===== src/sv/ppa_pkg.sv =====
// ----------------------------------------------------------------------------
// ppa_pkg: shared constants for the polygon area and perimeter block
// Field widths of the result, saturation limits and default parameter values.
// ----------------------------------------------------------------------------
package ppa_pkg;

  localparam int COORD_BITS_DEF  = 16;
  localparam int FRAC_BITS_DEF   = 8;
  localparam int QUEUE_DEPTH_DEF = 4;

  localparam int AREA_BITS  = 42;
  localparam int LEN_BITS   = 35;
  localparam int CROSS_BITS = 44;

  localparam logic [AREA_BITS-1:0] AREA_MAX = {AREA_BITS{1'b1}};
  localparam logic [LEN_BITS-1:0]  LEN_MAX  = {LEN_BITS{1'b1}};
  localparam logic signed [CROSS_BITS-1:0] CROSS_MAX = {1'b0, {(CROSS_BITS-1){1'b1}}};

  // vertex counter saturates here; a polygon needs this many vertices
  localparam logic [1:0] VERTEX_SAT = 2'd3;

endpackage


===== src/sv/polygon_area_perimeter.sv =====
// ----------------------------------------------------------------------------
// polygon_area_perimeter: shoelace area and perimeter of a polygon
// Streams vertices in, emits doubled area and perimeter per closed polygon.
// ----------------------------------------------------------------------------
// Vertices enter one per transaction; the one with last_vertex set closes the
// polygon, and one result transaction follows carrying twice the absolute area,
// the perimeter with FRAC_BITS fraction bits (each edge length truncated), a
// flag for at least three vertices and a saturation flag. The intake keeps the
// first and previous vertex and queues one edge job per vertex after the first,
// plus the closing edge, in a QUEUE_DEPTH-entry queue, so vertices are taken at
// one per cycle until the queue fills, stalling after a closing vertex while
// its second job is queued. Each edge passes through the edge unit's difference,
// multiply and prepare states, the bit-per-step square root of the squared edge
// length and the accumulate state; a closing edge adds an emit state. The edge
// unit takes a new edge job only as it finishes the one before it.
module polygon_area_perimeter import ppa_pkg::*; #(
  parameter int COORD_BITS  = COORD_BITS_DEF,
  parameter int FRAC_BITS   = FRAC_BITS_DEF,
  parameter int QUEUE_DEPTH = QUEUE_DEPTH_DEF
) (
  input  logic                         clk,
  input  logic                         rst,
  input  logic                         in_valid,
  output logic                         in_stall,
  input  logic signed [COORD_BITS-1:0] x_coord,
  input  logic signed [COORD_BITS-1:0] y_coord,
  input  logic                         last_vertex,
  output logic                         out_valid,
  input  logic                         out_stall,
  output logic [AREA_BITS-1:0]         area_doubled,
  output logic [LEN_BITS-1:0]          perimeter,
  output logic                         enough_vertices,
  output logic                         overflowed
);

  localparam int JOB_W = 4 * COORD_BITS + 2;

  logic             job_push, job_full, job_pop, job_valid;
  logic [JOB_W-1:0] job_in, job_out;

  ppa_front #(
    .COORD_BITS (COORD_BITS),
    .JOB_W      (JOB_W)
  ) u_front (
    .clk         (clk),
    .rst         (rst),
    .in_valid    (in_valid),
    .in_stall    (in_stall),
    .x_coord     (x_coord),
    .y_coord     (y_coord),
    .last_vertex (last_vertex),
    .job_push    (job_push),
    .job_data    (job_in),
    .job_full    (job_full)
  );

  ppa_queue #(
    .W     (JOB_W),
    .DEPTH (QUEUE_DEPTH)
  ) u_queue (
    .clk       (clk),
    .rst       (rst),
    .push      (job_push),
    .push_data (job_in),
    .full      (job_full),
    .pop       (job_pop),
    .pop_valid (job_valid),
    .pop_data  (job_out)
  );

  ppa_back #(
    .COORD_BITS (COORD_BITS),
    .FRAC_BITS  (FRAC_BITS),
    .JOB_W      (JOB_W)
  ) u_back (
    .clk             (clk),
    .rst             (rst),
    .q_valid         (job_valid),
    .q_data          (job_out),
    .q_pop           (job_pop),
    .out_valid       (out_valid),
    .out_stall       (out_stall),
    .area_doubled    (area_doubled),
    .perimeter       (perimeter),
    .enough_vertices (enough_vertices),
    .overflowed      (overflowed)
  );

endmodule


===== src/sv/ppa_front.sv =====
// ----------------------------------------------------------------------------
// ppa_front: vertex intake
// Keeps the first and previous vertex and turns each vertex into edge jobs;
// the last vertex also yields the closing edge back to the first vertex.
// ----------------------------------------------------------------------------
module ppa_front import ppa_pkg::*; #(
  parameter int COORD_BITS = COORD_BITS_DEF,
  parameter int JOB_W      = 4 * COORD_BITS + 2
) (
  input  logic                         clk,
  input  logic                         rst,
  input  logic                         in_valid,
  output logic                         in_stall,
  input  logic signed [COORD_BITS-1:0] x_coord,
  input  logic signed [COORD_BITS-1:0] y_coord,
  input  logic                         last_vertex,
  output logic                         job_push,
  output logic [JOB_W-1:0]             job_data,
  input  logic                         job_full
);

  // same layout as in ppa_back
  typedef struct packed {
    logic                         emit;
    logic                         enough;
    logic signed [COORD_BITS-1:0] ax;
    logic signed [COORD_BITS-1:0] ay;
    logic signed [COORD_BITS-1:0] bx;
    logic signed [COORD_BITS-1:0] by;
  } job_t;

  logic signed [COORD_BITS-1:0] first_x, first_y, prev_x, prev_y;
  logic [1:0] vertex_count, vertex_count_next;
  logic       pend_valid;
  job_t       pend_job;
  job_t       job;
  logic       accept;
  logic       enough_next;

  assign in_stall          = pend_valid || job_full;
  assign accept            = in_valid && !in_stall;
  assign vertex_count_next = (vertex_count == VERTEX_SAT) ? vertex_count
                                                          : vertex_count + 2'd1;
  assign enough_next       = (vertex_count_next == VERTEX_SAT);

  always_comb begin
    job      = pend_job;
    job_push = 1'b0;
    if (pend_valid) begin
      job_push = !job_full;
    end else if (accept && (vertex_count != 2'd0 || last_vertex)) begin
      job_push = 1'b1;
      if (vertex_count == 2'd0) begin
        // lone vertex: closing edge runs to itself
        job = '{emit: 1'b1, enough: enough_next, ax: x_coord, ay: y_coord,
                bx: x_coord, by: y_coord};
      end else begin
        job = '{emit: 1'b0, enough: 1'b0, ax: prev_x, ay: prev_y,
                bx: x_coord, by: y_coord};
      end
    end
  end

  assign job_data = job;

  always_ff @(posedge clk) begin
    if (rst) begin
      vertex_count <= 2'd0;
      pend_valid   <= 1'b0;
      first_x      <= '0;
      first_y      <= '0;
      prev_x       <= '0;
      prev_y       <= '0;
    end else begin
      if (pend_valid && !job_full) begin
        pend_valid <= 1'b0;
      end
      if (accept) begin
        if (vertex_count == 2'd0) begin
          first_x <= x_coord;
          first_y <= y_coord;
        end
        prev_x       <= x_coord;
        prev_y       <= y_coord;
        vertex_count <= last_vertex ? 2'd0 : vertex_count_next;
        if (last_vertex && vertex_count != 2'd0) begin
          // hold the closing edge until the queue takes it
          pend_valid <= 1'b1;
          pend_job   <= '{emit: 1'b1, enough: enough_next, ax: x_coord, ay: y_coord,
                          bx: first_x, by: first_y};
        end
      end
    end
  end

endmodule


===== src/sv/ppa_queue.sv =====
// ----------------------------------------------------------------------------
// ppa_queue: edge job queue
// Small first-in first-out buffer between the vertex intake and the edge unit.
// ----------------------------------------------------------------------------
module ppa_queue import ppa_pkg::*; #(
  parameter int W     = 4 * COORD_BITS_DEF + 2,
  parameter int DEPTH = QUEUE_DEPTH_DEF
) (
  input  logic         clk,
  input  logic         rst,
  input  logic         push,
  input  logic [W-1:0] push_data,
  output logic         full,
  input  logic         pop,
  output logic         pop_valid,
  output logic [W-1:0] pop_data
);

  localparam int AW = (DEPTH > 1) ? $clog2(DEPTH) : 1;

  logic [W-1:0]  mem [DEPTH];
  logic [AW-1:0] wr_ptr, rd_ptr;
  logic [AW:0]   count;

  assign full      = (count == (AW+1)'(DEPTH));
  assign pop_valid = (count != '0);
  assign pop_data  = mem[rd_ptr];

  always_ff @(posedge clk) begin
    if (push) begin
      mem[wr_ptr] <= push_data;
    end
  end

  always_ff @(posedge clk) begin
    if (rst) begin
      wr_ptr <= '0;
      rd_ptr <= '0;
      count  <= '0;
    end else begin
      if (push) begin
        wr_ptr <= (wr_ptr == AW'(DEPTH - 1)) ? '0 : wr_ptr + 1'b1;
      end
      if (pop) begin
        rd_ptr <= (rd_ptr == AW'(DEPTH - 1)) ? '0 : rd_ptr + 1'b1;
      end
      if (push && !pop) begin
        count <= count + 1'b1;
      end else if (pop && !push) begin
        count <= count - 1'b1;
      end
    end
  end

  a_no_overrun: assert property (@(posedge clk) disable iff (rst) push |-> !full)
    else $error("ppa_queue: push into full queue");
  a_no_underrun: assert property (@(posedge clk) disable iff (rst) pop |-> pop_valid)
    else $error("ppa_queue: pop from empty queue");
  a_count_up: assert property (@(posedge clk) disable iff (rst)
    (push && !pop) |=> count == $past(count) + 1'b1)
    else $error("ppa_queue: fill count lost a push");

endmodule


===== src/sv/ppa_back.sv =====
// ----------------------------------------------------------------------------
// ppa_back: edge unit
// Per edge: cross product into the shoelace sum, squared length through a
// restoring square root, length into the perimeter sum; emits on closing edge.
// ----------------------------------------------------------------------------
module ppa_back import ppa_pkg::*; #(
  parameter int COORD_BITS = COORD_BITS_DEF,
  parameter int FRAC_BITS  = FRAC_BITS_DEF,
  parameter int JOB_W      = 4 * COORD_BITS + 2
) (
  input  logic                 clk,
  input  logic                 rst,
  input  logic                 q_valid,
  input  logic [JOB_W-1:0]     q_data,
  output logic                 q_pop,
  output logic                 out_valid,
  input  logic                 out_stall,
  output logic [AREA_BITS-1:0] area_doubled,
  output logic [LEN_BITS-1:0]  perimeter,
  output logic                 enough_vertices,
  output logic                 overflowed
);

  localparam int DW    = COORD_BITS + 1;
  localparam int PW    = 2 * COORD_BITS;
  localparam int RW    = PW + 1;
  localparam int NIT   = COORD_BITS + 2 + FRAC_BITS;
  localparam int RADW  = 2 * NIT;
  localparam int ITW   = $clog2(NIT);
  localparam int SUMW  = ((CROSS_BITS > PW + 1) ? CROSS_BITS : PW + 1) + 1;
  localparam int LSUMW = ((LEN_BITS > NIT) ? LEN_BITS : NIT) + 1;

  typedef struct packed {
    logic                         emit;
    logic                         enough;
    logic signed [COORD_BITS-1:0] ax;
    logic signed [COORD_BITS-1:0] ay;
    logic signed [COORD_BITS-1:0] bx;
    logic signed [COORD_BITS-1:0] by;
  } job_t;

  typedef enum logic [6:0] {
    S_IDLE = 7'b0000001,
    S_DIFF = 7'b0000010,
    S_MUL  = 7'b0000100,
    S_PREP = 7'b0001000,
    S_ROOT = 7'b0010000,
    S_ACC  = 7'b0100000,
    S_EMIT = 7'b1000000
  } state_t;

  state_t state, state_next;
  job_t   job;

  logic [COORD_BITS-1:0]        mag_x, mag_y;
  logic signed [PW-1:0]         prod_ab, prod_ba;
  logic [PW-1:0]                sq_x, sq_y;
  logic signed [CROSS_BITS-1:0] cross_sum;
  logic [LEN_BITS-1:0]          length_sum;
  logic                         sat_flag;
  logic [RADW-1:0]              rad;
  logic [NIT-1:0]               root;
  logic [NIT:0]                 rem;
  logic [ITW-1:0]               iter;

  logic signed [DW-1:0]   dx, dy;
  logic signed [SUMW-1:0] cross_next;
  logic [RW-1:0]          r_sum;
  logic [NIT+2:0]         rem_sh, trial, rem_diff;
  logic                   take_bit;
  logic [LSUMW-1:0]       len_next;
  logic [CROSS_BITS-1:0]  area_mag;
  logic                   area_big;
  logic                   out_free;

  localparam logic signed [SUMW-1:0] CMAX_W = SUMW'(CROSS_MAX);

  assign out_free = !out_valid || !out_stall;

  always_comb begin
    dx         = DW'(job.bx) - DW'(job.ax);
    dy         = DW'(job.by) - DW'(job.ay);
    cross_next = SUMW'(cross_sum) + SUMW'(prod_ab) - SUMW'(prod_ba);
    r_sum      = RW'(sq_x) + RW'(sq_y);
    rem_sh     = {rem, rad[RADW-1 -: 2]};
    trial      = {1'b0, root, 2'b01};
    rem_diff   = rem_sh - trial;
    take_bit   = (rem_sh >= trial);
    len_next   = LSUMW'(length_sum) + LSUMW'(root);
    area_mag   = cross_sum[CROSS_BITS-1] ? CROSS_BITS'(-cross_sum)
                                         : CROSS_BITS'(cross_sum);
    area_big   = (area_mag > CROSS_BITS'(AREA_MAX));
  end

  always_comb begin
    q_pop      = 1'b0;
    state_next = state;
    unique case (state)
      S_IDLE: begin
        q_pop = q_valid;
      end
      S_DIFF: state_next = S_MUL;
      S_MUL:  state_next = S_PREP;
      S_PREP: state_next = S_ROOT;
      S_ROOT: begin
        if (iter == '0) begin
          state_next = S_ACC;
        end
      end
      S_ACC: begin
        if (job.emit) begin
          state_next = S_EMIT;
        end else begin
          q_pop      = q_valid;
          state_next = S_IDLE;
        end
      end
      S_EMIT: begin
        if (out_free) begin
          q_pop      = q_valid;
          state_next = S_IDLE;
        end
      end
      default: state_next = S_IDLE;
    endcase
    if (q_pop) begin
      state_next = S_DIFF;
    end
  end

  always_ff @(posedge clk) begin
    if (rst) begin
      state      <= S_IDLE;
      out_valid  <= 1'b0;
      cross_sum  <= '0;
      length_sum <= '0;
      sat_flag   <= 1'b0;
    end else begin
      state <= state_next;
      if (state == S_EMIT && out_free) begin
        out_valid <= 1'b1;
      end else if (!out_stall) begin
        out_valid <= 1'b0;
      end
      if (q_pop) begin
        job <= q_data;
      end
      unique case (state)
        S_DIFF: begin
          mag_x <= dx[DW-1] ? COORD_BITS'(-dx) : COORD_BITS'(dx);
          mag_y <= dy[DW-1] ? COORD_BITS'(-dy) : COORD_BITS'(dy);
        end
        S_MUL: begin
          prod_ab <= job.ax * job.by;
          prod_ba <= job.bx * job.ay;
          sq_x    <= mag_x * mag_x;
          sq_y    <= mag_y * mag_y;
        end
        S_PREP: begin
          if (cross_next > CMAX_W) begin
            cross_sum <= CROSS_MAX;
            sat_flag  <= 1'b1;
          end else if (cross_next < -CMAX_W) begin
            cross_sum <= -CROSS_MAX;
            sat_flag  <= 1'b1;
          end else begin
            cross_sum <= CROSS_BITS'(cross_next);
          end
          rad  <= RADW'(r_sum) << (2 * FRAC_BITS);
          root <= '0;
          rem  <= '0;
          iter <= ITW'(NIT - 1);
        end
        S_ROOT: begin
          rem  <= take_bit ? rem_diff[NIT:0] : rem_sh[NIT:0];
          root <= {root[NIT-2:0], take_bit};
          rad  <= rad << 2;
          iter <= iter - 1'b1;
        end
        S_ACC: begin
          if (len_next > LSUMW'(LEN_MAX)) begin
            length_sum <= LEN_MAX;
            sat_flag   <= 1'b1;
          end else begin
            length_sum <= LEN_BITS'(len_next);
          end
        end
        S_EMIT: begin
          if (out_free) begin
            area_doubled    <= area_big ? AREA_MAX : area_mag[AREA_BITS-1:0];
            perimeter       <= length_sum;
            enough_vertices <= job.enough;
            overflowed      <= sat_flag || area_big;
            // start the next polygon from clean sums
            cross_sum       <= '0;
            length_sum      <= '0;
            sat_flag        <= 1'b0;
          end
        end
        default: ;
      endcase
    end
  end

  a_cross_clamped: assert property (@(posedge clk) disable iff (rst)
    cross_sum <= CROSS_MAX && cross_sum >= -CROSS_MAX)
    else $error("ppa_back: shoelace sum outside clamp range");
  a_root_rem: assert property (@(posedge clk) disable iff (rst)
    state == S_ROOT |-> rem <= {root, 1'b0})
    else $error("ppa_back: square root remainder out of bound");
  a_pop_only_free: assert property (@(posedge clk) disable iff (rst)
    q_pop |-> q_valid && (state == S_IDLE || state == S_ACC || state == S_EMIT))
    else $error("ppa_back: job taken while edge unit busy");

endmodule


===== config.mk =====
export PLATFORM = sky130hd
export DESIGN_NAME = polygon_area_perimeter
export DESIGN_NICKNAME = d
export VERILOG_FILES = /design/src/sv/ppa_pkg.sv /design/src/sv/polygon_area_perimeter.sv /design/src/sv/ppa_front.sv /design/src/sv/ppa_queue.sv /design/src/sv/ppa_back.sv
export SDC_FILE = /design/constraint.sdc
export NUM_CORES = 2
export LEC_CHECK = 0
export BUFFER_PORTS_ARGS = -buffer_cell sky130_fd_sc_hd__buf_2
export CORE_MARGIN = 4
export CORE_UTILIZATION = 50
export CTS_CLUSTER_DIAMETER = 40
export DETAILED_ROUTE_END_ITERATION = 7
export HOLD_SLACK_MARGIN = 0.02
export PLACE_DENSITY = 0.68
export SLEW_MARGIN = 10
export SYNTH_ARGS = -nofsm -noshare
export SYNTH_HDL_FRONTEND = slang
export SYNTH_HIERARCHICAL = 1
export SYNTH_SLANG_ARGS = --single-unit

===== constraint.sdc =====
create_clock -name clk -period 6.5 [get_ports clk]
set_input_delay 1.3 -clock clk [delete_from_list [all_inputs] [get_ports clk]]
set_output_delay 1.3 -clock clk [all_outputs]
set_load 0.05 [all_outputs]

==> results.toml <==
[worst_setup_path]
cp-end-kind = "flop"
worstPathBufferInverterCount = 5
critPathMaxStageDelay_ns = 0.54
path_cells = "buf_6 -> and2_1 -> fa_1 -> inv_1 -> fa_2 -> fa_1 -> inv_2 -> fa_1 -> fa_1 -> inv_1 -> fa_1 -> inv_1 -> ha_4 -> a21o_1 -> a21o_1 -> a21oi_2 -> o21ai_2 -> a21oi_2 -> a21boi_2 -> o211a_1 -> o31a_1 -> nor2_2 -> o211ai_1 -> xor2_1"
r2r_slack_ns = 0.12
cp_max_fo = 5
worstReg2RegStart = "u_back/job[36]"
worstPathRequired_ns = 6.98
crit_top_cell = "fa_1"
cpMaxStageDelayCell = "fa_1"
crit_type = "reg2reg"
r2r-end = "u_back/prod_ba[30]"
startpoint_type = "flop"
cpLargestDelayFamily = "adder cells"
worstPathArrival_ns = 6.85
rr_worst_depth = 24

[clock_network]
numCtsBuffers = 134
cts.path.max_buffers = 3
clk_latency_ns = 0.76
path_clk_slew_ns = 0.06
cts_tree = "yes"
htreeDepth = 4
cts_sinks = 890
cts_hold_buf = 0
cts-root-buf = "clkbuf_16"

[timing]
min_period_ns = 6.38
slew_violations = 0
setup_slack_ns = 0.122
rsz0062_at_grt = "yes"
fmax_mhz = 157
hold_viol_final = 0
finalCritPeriodShare = 0.981
skew_ns = 0.0459
setup_viol = 0
worst_slew_pin_slew_ns = 1.20
slew_headroom = 0.199

[finish]
final_layout_size_suffix_gt1_frac = 0.137
nets = 9035
areaGrowthSynthToFinish_pct = 13.6
fillers = 12600

[placement]
port_buffers = 117
finalWeightedCongestion = 0.899
pre_cts_ws_ns = -0.171
dp_hpwl_um = 141000

[hold_path]
worstHoldPathCells = 0
worstHoldEndpoint = "u_front/pend_job[9]"
hold_path.class = "reg2reg"
min_from = "u_front/first_y[9]"

[synth]
synth_area_mm2 = 0.0767
synth_top_cell_area_share = 0.284
ys_seq_area_frac = 0.327
synth_edf_count = 726
avgSynthCellArea_um2 = 10.7
synth_nets = 8652
ys_warn_count = 6
synth.area.top_cells = "edfxtp_1, fa_1, ha_1"
ys_seq_elements = 890
synthCells = 7182
yosysTopAreaCell = "edfxtp_1"
ys.flop_type = "edfxtp_1"
ys_async_sr_fraction = 0
synth_cell_types = 87

[drt]
avgViaCountPerCell = 5.33
vias = 51800
routedWlPerCell_um = 18.4
drc = 0
antenna_left = 0
dr.pass1.iters = 5
drt_first_iter_violations = 3397
wirelength_um = 179000

[floorplan]
die_y_um = 400
ios = 118
fp.dieW_um = 400
rows = 143
die-area_mm2 = 0.160
start_util = 0.504
coreArea_mm2 = 0.152

[run_status]
status = "completed"

[grt]
grt_usage = 0.227
antenna_found_initial = 3
first_global_vias = 53900
grt_overflow = 0
grt_max_degree = 90
grt_first_pass_wirelength_um = 289000

[job]
maxCapViolCount = 0
[cell type report]
| type | instances | area (um2) | area share |
|---|---|---|---|
| clock buffer | 157 | 3540 | 0.0407 |
| tap | 2030 | 2540 | 0.0291 |
| antenna | 1 | 2.50 | 0.0000287 |
| inverter | 1342 | 5040 | 0.0578 |
| multi-input combinational | 4716 | 46300 | 0.531 |
| sequential | 890 | 25100 | 0.288 |
| clock inverter | 90 | 1080 | 0.0124 |
| timing repair buffer | 481 | 3610 | 0.0415 |
[Yosys cell counts (17+ instances only)]
library cell  instances
a311oi_1             22
nand2b_1             34
mux2_2               61
fa_1                902
buf_2                23
nand3_1              83
mux4_2               66
xor2_1              102
and2_1              342
dfxtp_1             164
mux2_4               38
o21ai_0             193
nand2_1             651
edfxtp_1            726
o31ai_1              42
clkbuf_1            193
nor2_1              298
inv_1              1342
a211oi_1             30
and3_1               42
xnor2_1             241
o21bai_1             38
mux2i_1              33
or3_1                48
nand3b_1             28
a21o_1              115
o21a_1               53
nor2b_1              38
ha_1                531
a21oi_1             339
o211ai_1             17
nand4_1              22
nor3_1               72
a31oi_1              35
or2_2                20
[layout by cell type, fill, tap and decap left out, types with 30 or more instances in the layout]
cell type,instances
clkbuf_16,138
edfxtp_1,726
nand3_1,82
dfxtp_1,162
mux4_2,66
xor2_1,101
nor3_1,68
mux2i_1,33
inv_1,1331
a31oi_1,30
o31ai_1,41
a21oi_1,321
a21o_1,115
nor2b_1,38
xnor2_1,238
o21bai_1,38
or3_1,48
nand2b_1,34
buf_2,116
mux2_4,38
o21ai_0,183
and2_1,329
mux2_2,61
nand2_1,644
nor2_1,289
buf_4,324
and3_1,41
fa_1,880
ha_1,519
o21a_1,52
[how the worst max path moves through the flow]
stage,start,endpoint,slack (ns),depth (start not counted)
4_1_cts,u_back/job[4],u_back/prod_ab[30],-0.02,23
3_5_place_dp,u_back/job[6],u_back/prod_ab[30],-0.17,23
3_3_place_gp,u_back/mag_y[8],u_back/sq_y[31],-0.09,27
5_1_grt,u_back/job[24],u_back/prod_ba[30],-0.08,25
6_report,u_back/job[36],u_back/prod_ba[30],0.12,24
2_1_floorplan,u_back/mag_y[8],u_back/sq_y[31],0.001,27
[through the flow]
step                      instances  hold slack [ns]  setup TNS [ns]   util  area, um2
final                          9707            0.422               0  0.572      87200
after global routing           9706            0.430          -0.319  0.572      87200
after CTS                      9659            0.423         -0.0245  0.566      86200
after detailed placement       9404            0.409          -0.666  0.535      81500
after global placement         9404            0.405         -0.0989  0.535      81500
after floorplan                7182            0.400               0      -      76800
[registers in the layout, summed over array words and instances, names as in the netlist, 26 cells and up, named ones only]
register and flops:
u_back/root 26, u_back/rem 27, u_back/job 66, u_back/length_sum 35, u_back/perimeter 35, u_queue/mem 264
u_back/cross_sum 44, u_front/pend_job 65, u_back/sq_x 31, u_back/sq_y 31, u_back/area_doubled 42, u_back/rad 36
u_back/prod_ba 32, u_back/prod_ab 32
[kinds of logic after synthesis]
kind of cell | Yosys count | share of synthesized area
compound gates | 995 | 0.0818
xor+xnor | 343 | 0.0391
fa+ha+maj | 1433 | 0.322
buf+inv | 1576 | 0.0787
flops | 890 | 0.327
mux | 198 | 0.0401
simple gates | 1747 | 0.112
[metal layers]
metal | up-vias | wire length [um] | track usage
met2 | 1249 | 87700 | 0.388
met1 | 25900 | 76600 | 0.302
li1 | 24400 | - | -
met4 | 0 | 5730 | 0.0708
met5 | - | 0 | 0
met3 | 277 | 8540 | 0.0299
[what timing repair did]
item / in CTS / in global routing
cloned: 0 / 1
buffers inserted: 8 / 46
gates resized for setup: 9 / 143
pin swaps: 4 / 110
endpoints found under the setup margin: 9 / 31
Power is not shown: default switching activity piles up to over one toggle a cycle in this logic, so the estimate is an artifact.
